## src/sti_pkg.sv

```systemverilog
`default_nettype none
package sti_pkg;

    localparam int COORD_BITS      = 16;
    localparam int PARAM_FRAC_BITS = 16;
    localparam int POINT_BITS      = 3 * COORD_BITS;
    localparam int DIFF_BITS       = COORD_BITS + 1;
    localparam int PROD_BITS       = 2 * DIFF_BITS;
    localparam int CROSS_BITS      = PROD_BITS + 1;
    localparam int DPROD_BITS      = DIFF_BITS + CROSS_BITS;
    localparam int DOT_BITS        = DPROD_BITS + 2;
    localparam int THR_BITS        = 41;
    localparam int TOL_BITS        = 13;
    localparam int CFG_DATA_BITS   = 41;
    localparam int T_BITS          = PARAM_FRAC_BITS + 1;
    localparam int LOW_BITS        = DOT_BITS + TOL_BITS;
    localparam int CMP_BITS        = DOT_BITS + PARAM_FRAC_BITS + 2;
    localparam int DIV_STAGES      = PARAM_FRAC_BITS + 1;

    typedef enum logic [0:0] {
        CFG_DET_THRESHOLD = 1'b0,
        CFG_PARAM_TOL     = 1'b1
    } t_cfg_index;

    typedef enum logic [2:0] {
        REASON_HIT      = 3'd0,
        REASON_DEGEN    = 3'd1,
        REASON_U_OUT    = 3'd2,
        REASON_V_OUT    = 3'd3,
        REASON_T_OUT    = 3'd4
    } t_reason;

    typedef enum logic [1:0] {
        T_ZERO = 2'd0,
        T_ONE  = 2'd1,
        T_DIV  = 2'd2
    } t_tmode;

    typedef struct packed {
        logic                        dir_zero;
        logic signed [DOT_BITS-1:0]  det;
        logic signed [DOT_BITS-1:0]  nu;
        logic signed [DOT_BITS-1:0]  nv;
        logic signed [DOT_BITS-1:0]  nt;
    } t_geom;

    typedef struct packed {
        t_reason               reason;
        t_tmode                mode;
        logic [DOT_BITS-1:0]   rem;
        logic [DOT_BITS-1:0]   den;
    } t_div_item;

    function automatic logic signed [COORD_BITS-1:0] coord(
        input logic [POINT_BITS-1:0] p, input int k);
        return p[k*COORD_BITS +: COORD_BITS];
    endfunction

endpackage
`default_nettype wire

```

## src/sti_divide.sv

```systemverilog
`default_nettype none
module sti_divide (
    input  wire logic                      i_clk,
    input  wire logic                      i_rst_n,
    input  wire logic                      i_valid,
    output logic                           o_ready,
    input  wire sti_pkg::t_div_item        i_item,
    output logic                           o_valid,
    input  wire logic                      i_ready,
    output logic                           o_hit,
    output logic [sti_pkg::T_BITS-1:0]     o_t_hit,
    output logic [2:0]                     o_miss_reason
);
    import sti_pkg::*;

    localparam int NST = DIV_STAGES + 1;

    logic [NST-1:0] r_v;
    logic [NST-1:0] en;

    t_div_item         r_item [DIV_STAGES];
    logic [T_BITS-1:0] r_q    [DIV_STAGES];
    t_div_item         step_in  [DIV_STAGES];
    t_div_item         n_item   [DIV_STAGES];
    logic [T_BITS-1:0] q_in     [DIV_STAGES];
    logic [DOT_BITS:0] shifted  [DIV_STAGES];
    logic              take     [DIV_STAGES];

    logic              r_hit;
    logic [T_BITS-1:0] r_t;
    t_reason           r_reason;
    logic [T_BITS:0]   rounded;

    always_comb begin
        en[NST-1] = !r_v[NST-1] || i_ready;
        for (int k = NST - 2; k >= 0; k--) begin
            en[k] = !r_v[k] || en[k+1];
        end
    end

    assign o_ready = en[0];
    assign o_valid = r_v[NST-1];

    always_ff @(posedge i_clk) begin
        if (!i_rst_n) begin
            r_v <= '0;
        end else begin
            for (int k = 0; k < NST; k++) begin
                if (en[k]) begin
                    r_v[k] <= (k == 0) ? i_valid : r_v[k-1];
                end
            end
        end
    end

    // one quotient bit per stage, restoring
    always_comb begin
        for (int k = 0; k < DIV_STAGES; k++) begin
            step_in[k] = (k == 0) ? i_item : r_item[k-1];
            q_in[k]    = (k == 0) ? '0 : r_q[k-1];
            shifted[k] = {step_in[k].rem, 1'b0};
            take[k]    = shifted[k] >= {1'b0, step_in[k].den};
            n_item[k]     = step_in[k];
            n_item[k].rem = take[k] ? DOT_BITS'(shifted[k] - {1'b0, step_in[k].den})
                                    : DOT_BITS'(shifted[k]);
        end
    end

    always_ff @(posedge i_clk) begin
        for (int k = 0; k < DIV_STAGES; k++) begin
            if (en[k]) begin
                r_item[k] <= n_item[k];
                r_q[k]    <= {q_in[k][T_BITS-2:0], take[k]};
            end
        end
    end

    assign rounded = ({1'b0, r_q[DIV_STAGES-1]} + (T_BITS+1)'(1)) >> 1;

    always_ff @(posedge i_clk) begin
        if (en[NST-1]) begin
            r_reason <= r_item[DIV_STAGES-1].reason;
            r_hit    <= (r_item[DIV_STAGES-1].reason == REASON_HIT);
            if (r_item[DIV_STAGES-1].reason != REASON_HIT) begin
                r_t <= '0;
            end else begin
                case (r_item[DIV_STAGES-1].mode)
                    T_ONE:   r_t <= T_BITS'(1) << PARAM_FRAC_BITS;
                    T_DIV:   r_t <= T_BITS'(rounded);
                    default: r_t <= '0;
                endcase
            end
        end
    end

    assign o_hit         = r_hit;
    assign o_t_hit       = r_t;
    assign o_miss_reason = r_reason;

endmodule
`default_nettype wire

```

## config.mk

```make
export PLATFORM = sky130hd
export DESIGN_NAME = sti_divide
export DESIGN_NICKNAME = d
export VERILOG_FILES = /design/src/sti_pkg.sv /design/src/sti_divide.sv
export SDC_FILE = /design/constraint.sdc
export NUM_CORES = 2
export LEC_CHECK = 0
export ABC_CLOCK_PERIOD_IN_PS = 9800
export BUFFER_PORTS_ARGS = -buffer_cell sky130_fd_sc_hd__buf_2
export CAP_MARGIN = 20
export CORE_MARGIN = 1
export CORE_UTILIZATION = 45
export DETAILED_ROUTE_END_ITERATION = 8
export SLEW_MARGIN = 40
export SYNTH_ARGS = -nofsm -noshare
export SYNTH_HDL_FRONTEND = slang
export SYNTH_SLANG_ARGS = --single-unit
export TNS_END_PERCENT = 100
```

## constraint.sdc

```tcl
create_clock -name i_clk -period 9.8 [get_ports i_clk]
set_clock_uncertainty 0.1 [all_clocks]
set_input_delay 1.96 -clock i_clk [delete_from_list [all_inputs] [get_ports i_clk]]
set_output_delay 1.96 -clock i_clk [all_outputs]
set_load 0.005 [all_outputs]
```

==> impl_metrics.tcl <==
set metrics [dict create \
    syn-num-nets 12589 \
    powerDensity_mw_per_mm2 340 \
    wl_per_cell_um 20.0 \
    drc 0 \
    synthTopCellsByCount "edfxtp_1, a21oi_1, inv_1" \
    vias 84542 \
    yosys.area.top_type "edfxtp_1" \
    yosysWarnings 0 \
    synth-simple-area-share_pct 10.1 \
    core_mm2 0.268 \
    fin_tns_setup_ns 0 \
    ys.flop_type "edfxtp_1" \
    start_kind "input pin" \
    nFillCells 23704 \
    reg2reg_from "r_item[0][1018]" \
    synth_seq_cells 2005 \
    status "completed" \
    grt_pass1_vias 87045 \
    antenna_found_initial 8 \
    drtAntennaViolNets 0 \
    globalplace.congestion 0.950 \
    numCtsBuffers 228 \
    worst_slew_pin_slew_ns 0.962 \
    rows 190 \
    synth.most_common_cell "edfxtp_1" \
    firstDrtPassIters 6 \
    dpl_worst_slack_ns 1.49 \
    grt_first_pass_wirelength_um 475000 \
    drive_above_1_share_pct 6.98 \
    hold_viol_final 0 \
    synth_area_mm2 0.121 \
    final_area_mm2 0.133 \
    die_width_um 521 \
    layout_setup_ws_ns 1.58 \
    synthMuxAreaShare_pct 2.67 \
    whs_path_depth 0 \
    holdWs_ns 0.311 \
    synthAdderAreaFrac_pct 9.76 \
    crit_buf_inv 4 \
    fmax_mhz 122 \
    hold_path_class "register to register" \
    period_minus_slack_ns 8.22 \
    p_leak_uw 0.0566 \
    synth-async-reset-ratio_pct 0 \
    dpl_cell_area_mm2 0.126 \
    path_delay_family "simple AND/OR/NAND/NOR gates" \
    setup_viol_count_final 0 \
    drtIter0Drc 4700 \
    cp_num_cells 14 \
    path_common_cell "and3_1" \
    seq_area_frac_synth_pct 49.5 \
    path_class "input pin to output pin" \
    grt_max_degree 125 \
    maxCapViolations 0 \
    yosysUniqueCellTypes 107 \
    wl_met3_um 9010 \
    wl_met1_um 115000 \
    clk_path_buf_depth 4 \
    reg2reg_depth 15 \
    syn_avg_cell_area_um2 10.5 \
    r2r_slack_ns 4.11 \
    met2WireLength_um 166000 \
    synth-compound-area-share_pct 17.2 \
    critPathSlowestCell "and3_1" \
    min_from "r_item[0][1581]" \
    synth_edf_count 1987 \
    worstPathMaxFanout 22 \
    die_area_mm2 0.271 \
    synthCells 11536 \
    top_layer "met4" \
    clk_pin_slew_ns 0.06 \
    netlist.area_leader.share_pct 49.2 \
    end_kind "output pin" \
    arrival_ns 6.16 \
    wirelength_um 307000 \
    dp_hpwl_um 246000 \
    area_growth_pct 9.67 \
    cpPeakStageDelay_ns 0.49 \
    cts_setup_buffers 0 \
    postLayoutCoreUtil_pct 49.6 \
    finalCritPeriodShare_pct 83.9 \
    cts_tree "done" \
    reg2reg_to "r_item[0][1214]" \
    die_h_um 521 \
    cts-resized-gates 0 \
    holdPathEnd "r_item[0][1694]" \
    synth_top_family_by_area "compound AO/OA/AOI/OAI gates" \
    crit_chain "buf_2 > nor2b_1 > inv_2 > nor2_1 > and2_1 > and3_1 > and3_1 > and3_1 > and2_1 > buf_4 > and3_1 > and3_1 > nand2_4 > buf_2" \
    cp.required_ns 7.74 \
    final_max_slew_viol_count 0 \
    placement.io_buffers 139 \
    cts_htree_levels 4 \
    ctsRootBufferMaster "clkbuf_16" \
    synth_xor_area_share_pct 5.82 \
    ios 140 \
    clock-sinks 2005 \
    via_per_inst 5.51 \
    overflow 0 \
    grtUsageTotal_pct 22.2 \
    fin_nets 12661 \
    holdBufCountCts 0 \
    clk_latency_ns 0.90 \
    peakVddDrop_uv 188 \
    start_util_pct 45.2 \
    rsz0062_at_grt "no" \
    yosys-top-cells-area "edfxtp_1, ha_1, a21oi_1, inv_1, a21o_1" \
    slew_headroom_pct 35.2 \
]
[kinds of logic (layout without fill, tap and decap cells)]
kind of cell               after synthesis  count (layout)
DFF                                   2005            2005
other                                    0               5
buffers and inverters                 1533            1776
adders and majority gates              936             936
and+or+nand+nor                       2611            2611
xor gates and xnor gates               806             806
AOI/OAI and AO/OA                     3356            3356
muxes                                  289             289
[per-layer routing]
layer / track usage (%) / vias up
li1: - / 42150
met1: 22.4 / 39782
met2: 43.7 / 1852
met3: 2.38 / 758
met4: 12.2 / 0
met5: 0 / -
[power by group]
part	internal, uW	switching (uW)
clock network	4760	3460
registers	13200	1370
logic	9360	13100
total	27300	17900
[placed cells by master (no fill, tap or decap), types with 32 or more instances in the layout]
| cell type | netlist | final |
|---|---|---|
| o21ai_1 | 30 | 33 |
| mux2_1 | 116 | 116 |
| buf_4 | 10 | 57 |
| or3_1 | 32 | 32 |
| clkinv_2 | 0 | 41 |
| mux2_2 | 162 | 162 |
| a31oi_1 | 105 | 104 |
| nand3_1 | 172 | 172 |
| nor2_1 | 745 | 745 |
| nor2b_1 | 154 | 154 |
| inv_1 | 1162 | 1152 |
| buf_2 | 67 | 139 |
| a211oi_1 | 67 | 67 |
| clkbuf_16 | 0 | 231 |
| o31ai_1 | 49 | 46 |
| clkinv_1 | 1 | 42 |
| o21a_1 | 97 | 96 |
| nand4_1 | 180 | 180 |
| nand2b_1 | 123 | 123 |
| a21oi_1 | 1180 | 1180 |
| xnor2_1 | 475 | 475 |
| xor2_1 | 331 | 331 |
| ha_1 | 920 | 920 |
| o21ai_0 | 694 | 691 |
| and2_1 | 51 | 51 |
| nor3_1 | 107 | 103 |
| o21bai_1 | 156 | 156 |
| a21o_1 | 573 | 572 |
| clkbuf_1 | 271 | 40 |
| o211ai_1 | 43 | 43 |
| edfxtp_1 | 1987 | 1987 |
| and3_1 | 105 | 104 |
| nand2_1 | 803 | 794 |
[how the worst max path moves through the flow]
stage	startpoint	to	slack, ns
CTS	i_ready	o_ready	1.44
global placement	i_ready	o_ready	1.60
floorplan	i_ready	o_ready	1.19
finish	i_ready	o_ready	1.58
detailed placement	i_ready	o_ready	1.49
global route	i_ready	o_ready	1.32
[layout make-up]
type	count	area [um2]	share of cell area, %
tap	3552	4440	3.34
clock buffer	274	5970	4.49
timing repair buffer	211	1390	1.04
antenna	5	12.5	0.00941
multi-input combinational	7998	55600	41.8
inverter	1164	4400	3.31
sequential	2005	60000	45.2
clock inverter	127	1140	0.858
[registers in the layout, indices dropped and copies added (netlist names)]
register / cells
o_miss_reason: 3
r_item: 1813
r_v: 18
o_hit: 1
o_t_hit: 17
r_q: 153
[stage by stage]
| stage | power, uW | cells |
|---|---|---|
| 2_1_floorplan | 31200 | 11536 |
| 3_5_place_dp | 36900 | 14928 |
| 3_3_place_gp | 36700 | 14926 |
| 5_1_grt | 48400 | 15334 |
| 4_1_cts | 45400 | 15329 |
| 6_report | 45200 | 15336 |
Power figures use the tool's default switching activity.
