**src/sti_pkg.sv**
```systemverilog
`default_nettype none
package sti_pkg;

    localparam int COORD_BITS      = 16;
    localparam int PARAM_FRAC_BITS = 16;
    localparam int POINT_BITS      = 3 * COORD_BITS;
    localparam int DIFF_BITS       = COORD_BITS + 1;
    localparam int PROD_BITS       = 2 * DIFF_BITS;
    localparam int CROSS_BITS      = PROD_BITS + 1;
    localparam int DPROD_BITS      = DIFF_BITS + CROSS_BITS;
    localparam int DOT_BITS        = DPROD_BITS + 2;
    localparam int THR_BITS        = 41;
    localparam int TOL_BITS        = 13;
    localparam int CFG_DATA_BITS   = 41;
    localparam int T_BITS          = PARAM_FRAC_BITS + 1;
    localparam int LOW_BITS        = DOT_BITS + TOL_BITS;
    localparam int CMP_BITS        = DOT_BITS + PARAM_FRAC_BITS + 2;
    localparam int DIV_STAGES      = PARAM_FRAC_BITS + 1;

    typedef enum logic [0:0] {
        CFG_DET_THRESHOLD = 1'b0,
        CFG_PARAM_TOL     = 1'b1
    } t_cfg_index;

    typedef enum logic [2:0] {
        REASON_HIT      = 3'd0,
        REASON_DEGEN    = 3'd1,
        REASON_U_OUT    = 3'd2,
        REASON_V_OUT    = 3'd3,
        REASON_T_OUT    = 3'd4
    } t_reason;

    typedef enum logic [1:0] {
        T_ZERO = 2'd0,
        T_ONE  = 2'd1,
        T_DIV  = 2'd2
    } t_tmode;

    typedef struct packed {
        logic                        dir_zero;
        logic signed [DOT_BITS-1:0]  det;
        logic signed [DOT_BITS-1:0]  nu;
        logic signed [DOT_BITS-1:0]  nv;
        logic signed [DOT_BITS-1:0]  nt;
    } t_geom;

    typedef struct packed {
        t_reason               reason;
        t_tmode                mode;
        logic [DOT_BITS-1:0]   rem;
        logic [DOT_BITS-1:0]   den;
    } t_div_item;

    function automatic logic signed [COORD_BITS-1:0] coord(
        input logic [POINT_BITS-1:0] p, input int k);
        return p[k*COORD_BITS +: COORD_BITS];
    endfunction

endpackage
`default_nettype wire

```
**src/sti_classify.sv**
```systemverilog
`default_nettype none
module sti_classify (
    input  wire logic                         i_clk,
    input  wire logic                         i_rst_n,
    input  wire logic [sti_pkg::THR_BITS-1:0] i_thr,
    input  wire logic [sti_pkg::TOL_BITS-1:0] i_tol,
    input  wire logic                         i_valid,
    output logic                              o_ready,
    input  wire sti_pkg::t_geom               i_geom,
    output logic                              o_valid,
    input  wire logic                         i_ready,
    output sti_pkg::t_div_item                o_item
);
    import sti_pkg::*;

    localparam int NST = 3;

    logic [NST-1:0] r_v;
    logic [NST-1:0] en;

    logic                       r1_degen;
    logic [DOT_BITS-1:0]        r1_abs;
    logic signed [DOT_BITS-1:0] r1_nu, r1_nv, r1_nt;
    logic                       r2_degen;
    logic [DOT_BITS-1:0]        r2_abs;
    logic signed [DOT_BITS-1:0] r2_nu, r2_nv, r2_nt;
    logic [LOW_BITS-1:0]        r2_low;
    t_div_item                  r3_item;

    logic [DOT_BITS-1:0]        abs_det;
    logic signed [CMP_BITS-1:0] low_s, high_s, nu_s, nv_s, nt_s, sum_s;
    logic                       u_out, v_out, t_out;

    always_comb begin
        en[NST-1] = !r_v[NST-1] || i_ready;
        for (int k = NST - 2; k >= 0; k--) begin
            en[k] = !r_v[k] || en[k+1];
        end
    end

    assign o_ready = en[0];
    assign o_valid = r_v[NST-1];
    assign o_item  = r3_item;

    always_ff @(posedge i_clk) begin
        if (!i_rst_n) begin
            r_v <= '0;
        end else begin
            for (int k = 0; k < NST; k++) begin
                if (en[k]) begin
                    r_v[k] <= (k == 0) ? i_valid : r_v[k-1];
                end
            end
        end
    end

    assign abs_det = i_geom.det[DOT_BITS-1] ? DOT_BITS'(-i_geom.det) : DOT_BITS'(i_geom.det);

    // fold the sign of det into the numerators
    always_ff @(posedge i_clk) begin
        if (en[0]) begin
            r1_degen <= i_geom.dir_zero || (i_geom.det == '0) ||
                        (abs_det < DOT_BITS'(i_thr));
            r1_abs   <= abs_det;
            r1_nu    <= i_geom.det[DOT_BITS-1] ? -i_geom.nu : i_geom.nu;
            r1_nv    <= i_geom.det[DOT_BITS-1] ? -i_geom.nv : i_geom.nv;
            r1_nt    <= i_geom.det[DOT_BITS-1] ? -i_geom.nt : i_geom.nt;
        end
    end

    always_ff @(posedge i_clk) begin
        if (en[1]) begin
            r2_low   <= LOW_BITS'(r1_abs) * LOW_BITS'(i_tol);
            r2_degen <= r1_degen;
            r2_abs   <= r1_abs;
            r2_nu    <= r1_nu;
            r2_nv    <= r1_nv;
            r2_nt    <= r1_nt;
        end
    end

    // range checks scaled by det, no division
    always_comb begin
        low_s  = -$signed(CMP_BITS'(r2_low));
        high_s = $signed(CMP_BITS'({r2_abs, {PARAM_FRAC_BITS{1'b0}}}))
               + $signed(CMP_BITS'(r2_low));
        nu_s   = CMP_BITS'(r2_nu) <<< PARAM_FRAC_BITS;
        nv_s   = CMP_BITS'(r2_nv) <<< PARAM_FRAC_BITS;
        nt_s   = CMP_BITS'(r2_nt) <<< PARAM_FRAC_BITS;
        sum_s  = (CMP_BITS'(r2_nu) + CMP_BITS'(r2_nv)) <<< PARAM_FRAC_BITS;
        u_out  = (nu_s < low_s) || (nu_s > high_s);
        v_out  = (nv_s < low_s) || (sum_s > high_s);
        t_out  = (nt_s < low_s) || (nt_s > high_s);
    end

    always_ff @(posedge i_clk) begin
        if (en[2]) begin
            if (r2_degen) begin
                r3_item.reason <= REASON_DEGEN;
            end else if (u_out) begin
                r3_item.reason <= REASON_U_OUT;
            end else if (v_out) begin
                r3_item.reason <= REASON_V_OUT;
            end else if (t_out) begin
                r3_item.reason <= REASON_T_OUT;
            end else begin
                r3_item.reason <= REASON_HIT;
            end
            if (r2_nt[DOT_BITS-1] || (r2_nt == '0)) begin
                r3_item.mode <= T_ZERO;
            end else if (DOT_BITS'(r2_nt) >= r2_abs) begin
                r3_item.mode <= T_ONE;
            end else begin
                r3_item.mode <= T_DIV;
            end
            r3_item.rem <= DOT_BITS'(r2_nt);
            r3_item.den <= r2_abs;
        end
    end

endmodule
`default_nettype wire

```
**config.mk**
```make
export PLATFORM = sky130hd
export DESIGN_NAME = sti_classify
export DESIGN_NICKNAME = d
export VERILOG_FILES = /design/src/sti_pkg.sv /design/src/sti_classify.sv
export SDC_FILE = /design/constraint.sdc
export NUM_CORES = 2
export LEC_CHECK = 0
export ABC_AREA = 1
export BUFFER_PORTS_ARGS = -buffer_cell sky130_fd_sc_hd__buf_2
export CAP_MARGIN = 15
export CORE_ASPECT_RATIO = 1.25
export CORE_MARGIN = 2
export CORE_UTILIZATION = 55
export DETAILED_ROUTE_END_ITERATION = 12
export MAX_ROUTING_LAYER = met4
export PLACE_DENSITY = 0.73
export SLEW_MARGIN = 10
export SYNTH_ARGS = -nofsm -noshare
export SYNTH_HDL_FRONTEND = slang
export SYNTH_SLANG_ARGS = --single-unit
```
**constraint.sdc**
```tcl
create_clock -name i_clk -period 14.8 [get_ports i_clk]
set_clock_uncertainty 0.1 [all_clocks]
set_input_delay 2.22 -clock i_clk [delete_from_list [all_inputs] [get_ports i_clk]]
set_output_delay 2.22 -clock i_clk [all_outputs]
set_load 0.02 [all_outputs]
```
==> metrics.cfg <==
[status]
status=complete, no violations

[floorplan]
die_w_microns=306
die_area_sq_um=117000
fp.dieH_microns=382
rows=138
start_util_pct=55.5
placeableCoreArea_sq_um=113000
io_pins=390

[drt]
wl_per_cell_microns=21.9
ant_nets=0
routed_wirelength_microns=200000
drt_iter0_markers=4688
viasPerCell=5.67
num_vias=51716
drt_first_pass_iters=9
drc=0

[setup_path]
critPathMostFrequentCell=fa_1
r2r_slack_ps=7610
cp_num_buf_inv=5
cp_max_fo=54
worstRegToRegCells=36
crit_path_start_kind=input pin
cp_top_family=adder cells
cp_data_arrival_time_ps=8730
end_kind=flop
path_depth=25
crit_type=input pin to flop
timing.rr.end=o_item[111]$_SDFFCE_PP0P_
regToRegStartpoint=r2_low[1]$_DFFE_PP_
cpMaxStageDelayCell=o21ai_0
cpPeakStageDelay_ps=830
worstPathRequired_ps=15100

[sta]
fin_crit_ps=8430
max_slew_margin_pct=15.3
setup_viol=0
fmax_mhz=119
hold_viol=0
setup_tns_ps=0
slew_violations=0
finalCritPeriodShare_pct=57.0
rsz0062_at_grt=false
max_slew.worst_pin.slew_ps=1260

[synth]
syn-cell-area_sq_um=62800
synth_top_area_cell=edfxtp_1
ys_ff_latch=617
synth_top_area_share_pct=29.4
synth-main-ff-cell=edfxtp_1
synthTopCellsByArea=edfxtp_1, fa_1, ha_1
async_reset_ff_share_pct=0
syn_nets=8746
synth_cell_types=62
syn_avg_cell_area_sq_um=8.65
ys.warnings.count=0
syn_inst=7264
ys_seq_area_share_pct=29.5
synth_enable_flop_cells=614

[grt]
grt_overflow=0
grt_pass1_wl_microns=303000
grt_pass1_vias=52407
grt.total_usage_pct=35.5
grt_max_degree=93
antenna_found_initial=8

[placed_design]
hpwlAfterDp_microns=164000
placed_area_sq_um=66300
dp_cells=8996
portBuffers=389
place.gp.congestion=0.988

[cts]
htreeDepth=3
cts_made_buffers=66
clockRootBuffer=clkbuf_16
cts.sinks=617
ctsResizeCount=0
cts_tree=yes
cts_setup_buffers=0
clkTransAtPathRegs_ps=60
ctsLongestPathBuffers=3
clk_latency_ps=680
holdBufCountCts=0

[flow_run]
drv_cap=0

[worst_hold_path]
worstHoldPathCells=0
hold_end=r2_nu[10]$_DFFE_PP_
hold_path_class=flop to flop
hold_start=r1_nu[10]$_DFFE_PP_

[layout]
final_nets=9076
postLayoutCellArea_sq_um=68400
drive_gt1_share_pct=7.50
n_fill_cell=9929
areaGrowthSynthToFinish_pct=8.97
fin_cells=9120

through the flow:
step / hold WS (ps) / util (%) / setup WS, ps
floorplan: 300 / - / 2750
finish: 314 / 60.4 / 6370
detailed placement: 305 / 58.5 / 5730
global placement: 300 / 58.5 / 5800
global route: 320 / 60.4 / 6080
CTS: 313 / 60.4 / 6430
cell usage after synthesis, types with 7 or more instances:
cell type and n:
inv_2 7, buf_1 42, a21boi_0 9, o221ai_1 16, xnor2_1 163, ha_1 633, clkbuf_1 116, fa_1 574
a31oi_1 61, o211ai_1 25, xor2_1 213, nor2_1 549, nand4_1 96, nand2_1 1665, o21bai_1 13, nand3b_1 8
a211oi_1 35, a21o_1 18, or2_2 12, o21ai_0 152, a21oi_1 381, inv_1 1427, nor4_1 75, nor2_2 8
nor3_1 94, edfxtp_1 614, o2111ai_1 8, nand3_1 144, o21a_1 12, o31ai_1 20, o21ai_1 9
area by class of cell:
| type | count | area (sq um) | share of cell area, % |
|---|---|---|---|
| Clock inverter | 39 | 389 | 0.569 |
| Tap cell | 1470 | 1840 | 2.69 |
| Inverter | 1434 | 5390 | 7.88 |
| Clock buffer | 78 | 1760 | 2.57 |
| Sequential cell | 617 | 18500 | 27.0 |
| Antenna cell | 7 | 17.5 | 0.0256 |
| Timing Repair Buffer | 420 | 2180 | 3.19 |
| Multi-Input combinational cell | 5055 | 38400 | 56.1 |
kinds of logic after synthesis:
group           count (synthesis)  share of synthesized area [%]
simple gates                 2685                           17.6
flops                         617                           29.5
compound gates                787                           7.24
fa+ha+maj                    1207                           30.9
buf+inv                      1592                           9.51
xor+xnor                      376                           5.24
state kept, by name, indices dropped and copies added (netlist names):
register and flops:
r_v 3, r2_abs 54, r1_nt 54, r2_nu 54, r1_degen 1, r2_nt 54, r1_nv 54, o_item 113
r1_abs 54, r2_nv 54, r2_low 67, r2_degen 1, r1_nu 54
worst register-to-register path, delay by kind of cell, from the launching register on:
kind / cells / cell delay [ps]
DFF: 1 / 350
and+or+nand+nor: 26 / 4780
AOI/OAI and AO/OA: 2 / 770
buffers and inverters: 7 / 480
adders and majority gates: 1 / 380
metal layers:
layer	vias to the layer above	routed length, microns	track usage, %
li1	23991	-	-
met1	25173	78500	43.4
met2	2089	94900	57.6
met3	463	14700	5.08
met4	0	11600	17.6
met5	-	0	-
how the worst max path moves through the flow:
| stage | start | end |
|---|---|---|
| after floorplan | i_ready | o_ready |
| after detailed placement | i_tol[3] | r2_low[65]$_DFFE_PP_ |
| final | i_tol[1] | r2_low[65]$_DFFE_PP_ |
| after global placement | i_tol[3] | r2_low[48]$_DFFE_PP_ |
| after global routing | i_tol[3] | r2_low[66]$_DFFE_PP_ |
| after CTS | i_tol[1] | r2_low[65]$_DFFE_PP_ |
cell usage in the layout, fill, tap and decap left out, types with 32 or more instances in the layout:
cell type,netlist,final
nand2_1,1665,1663
inv_1,1427,1425
ha_1,633,633
edfxtp_1,614,614
fa_1,574,574
nor2_1,549,549
buf_2,0,388
a21oi_1,381,381
xor2_1,213,213
xnor2_1,163,163
o21ai_0,152,152
nand3_1,144,144
nand4_1,96,96
nor3_1,94,94
nor4_1,75,74
clkbuf_16,0,69
a31oi_1,61,61
a211oi_1,35,35
buf_4,0,32
Power is not shown: default switching activity piles up to over one toggle a cycle in this logic, so the estimate is an artifact.
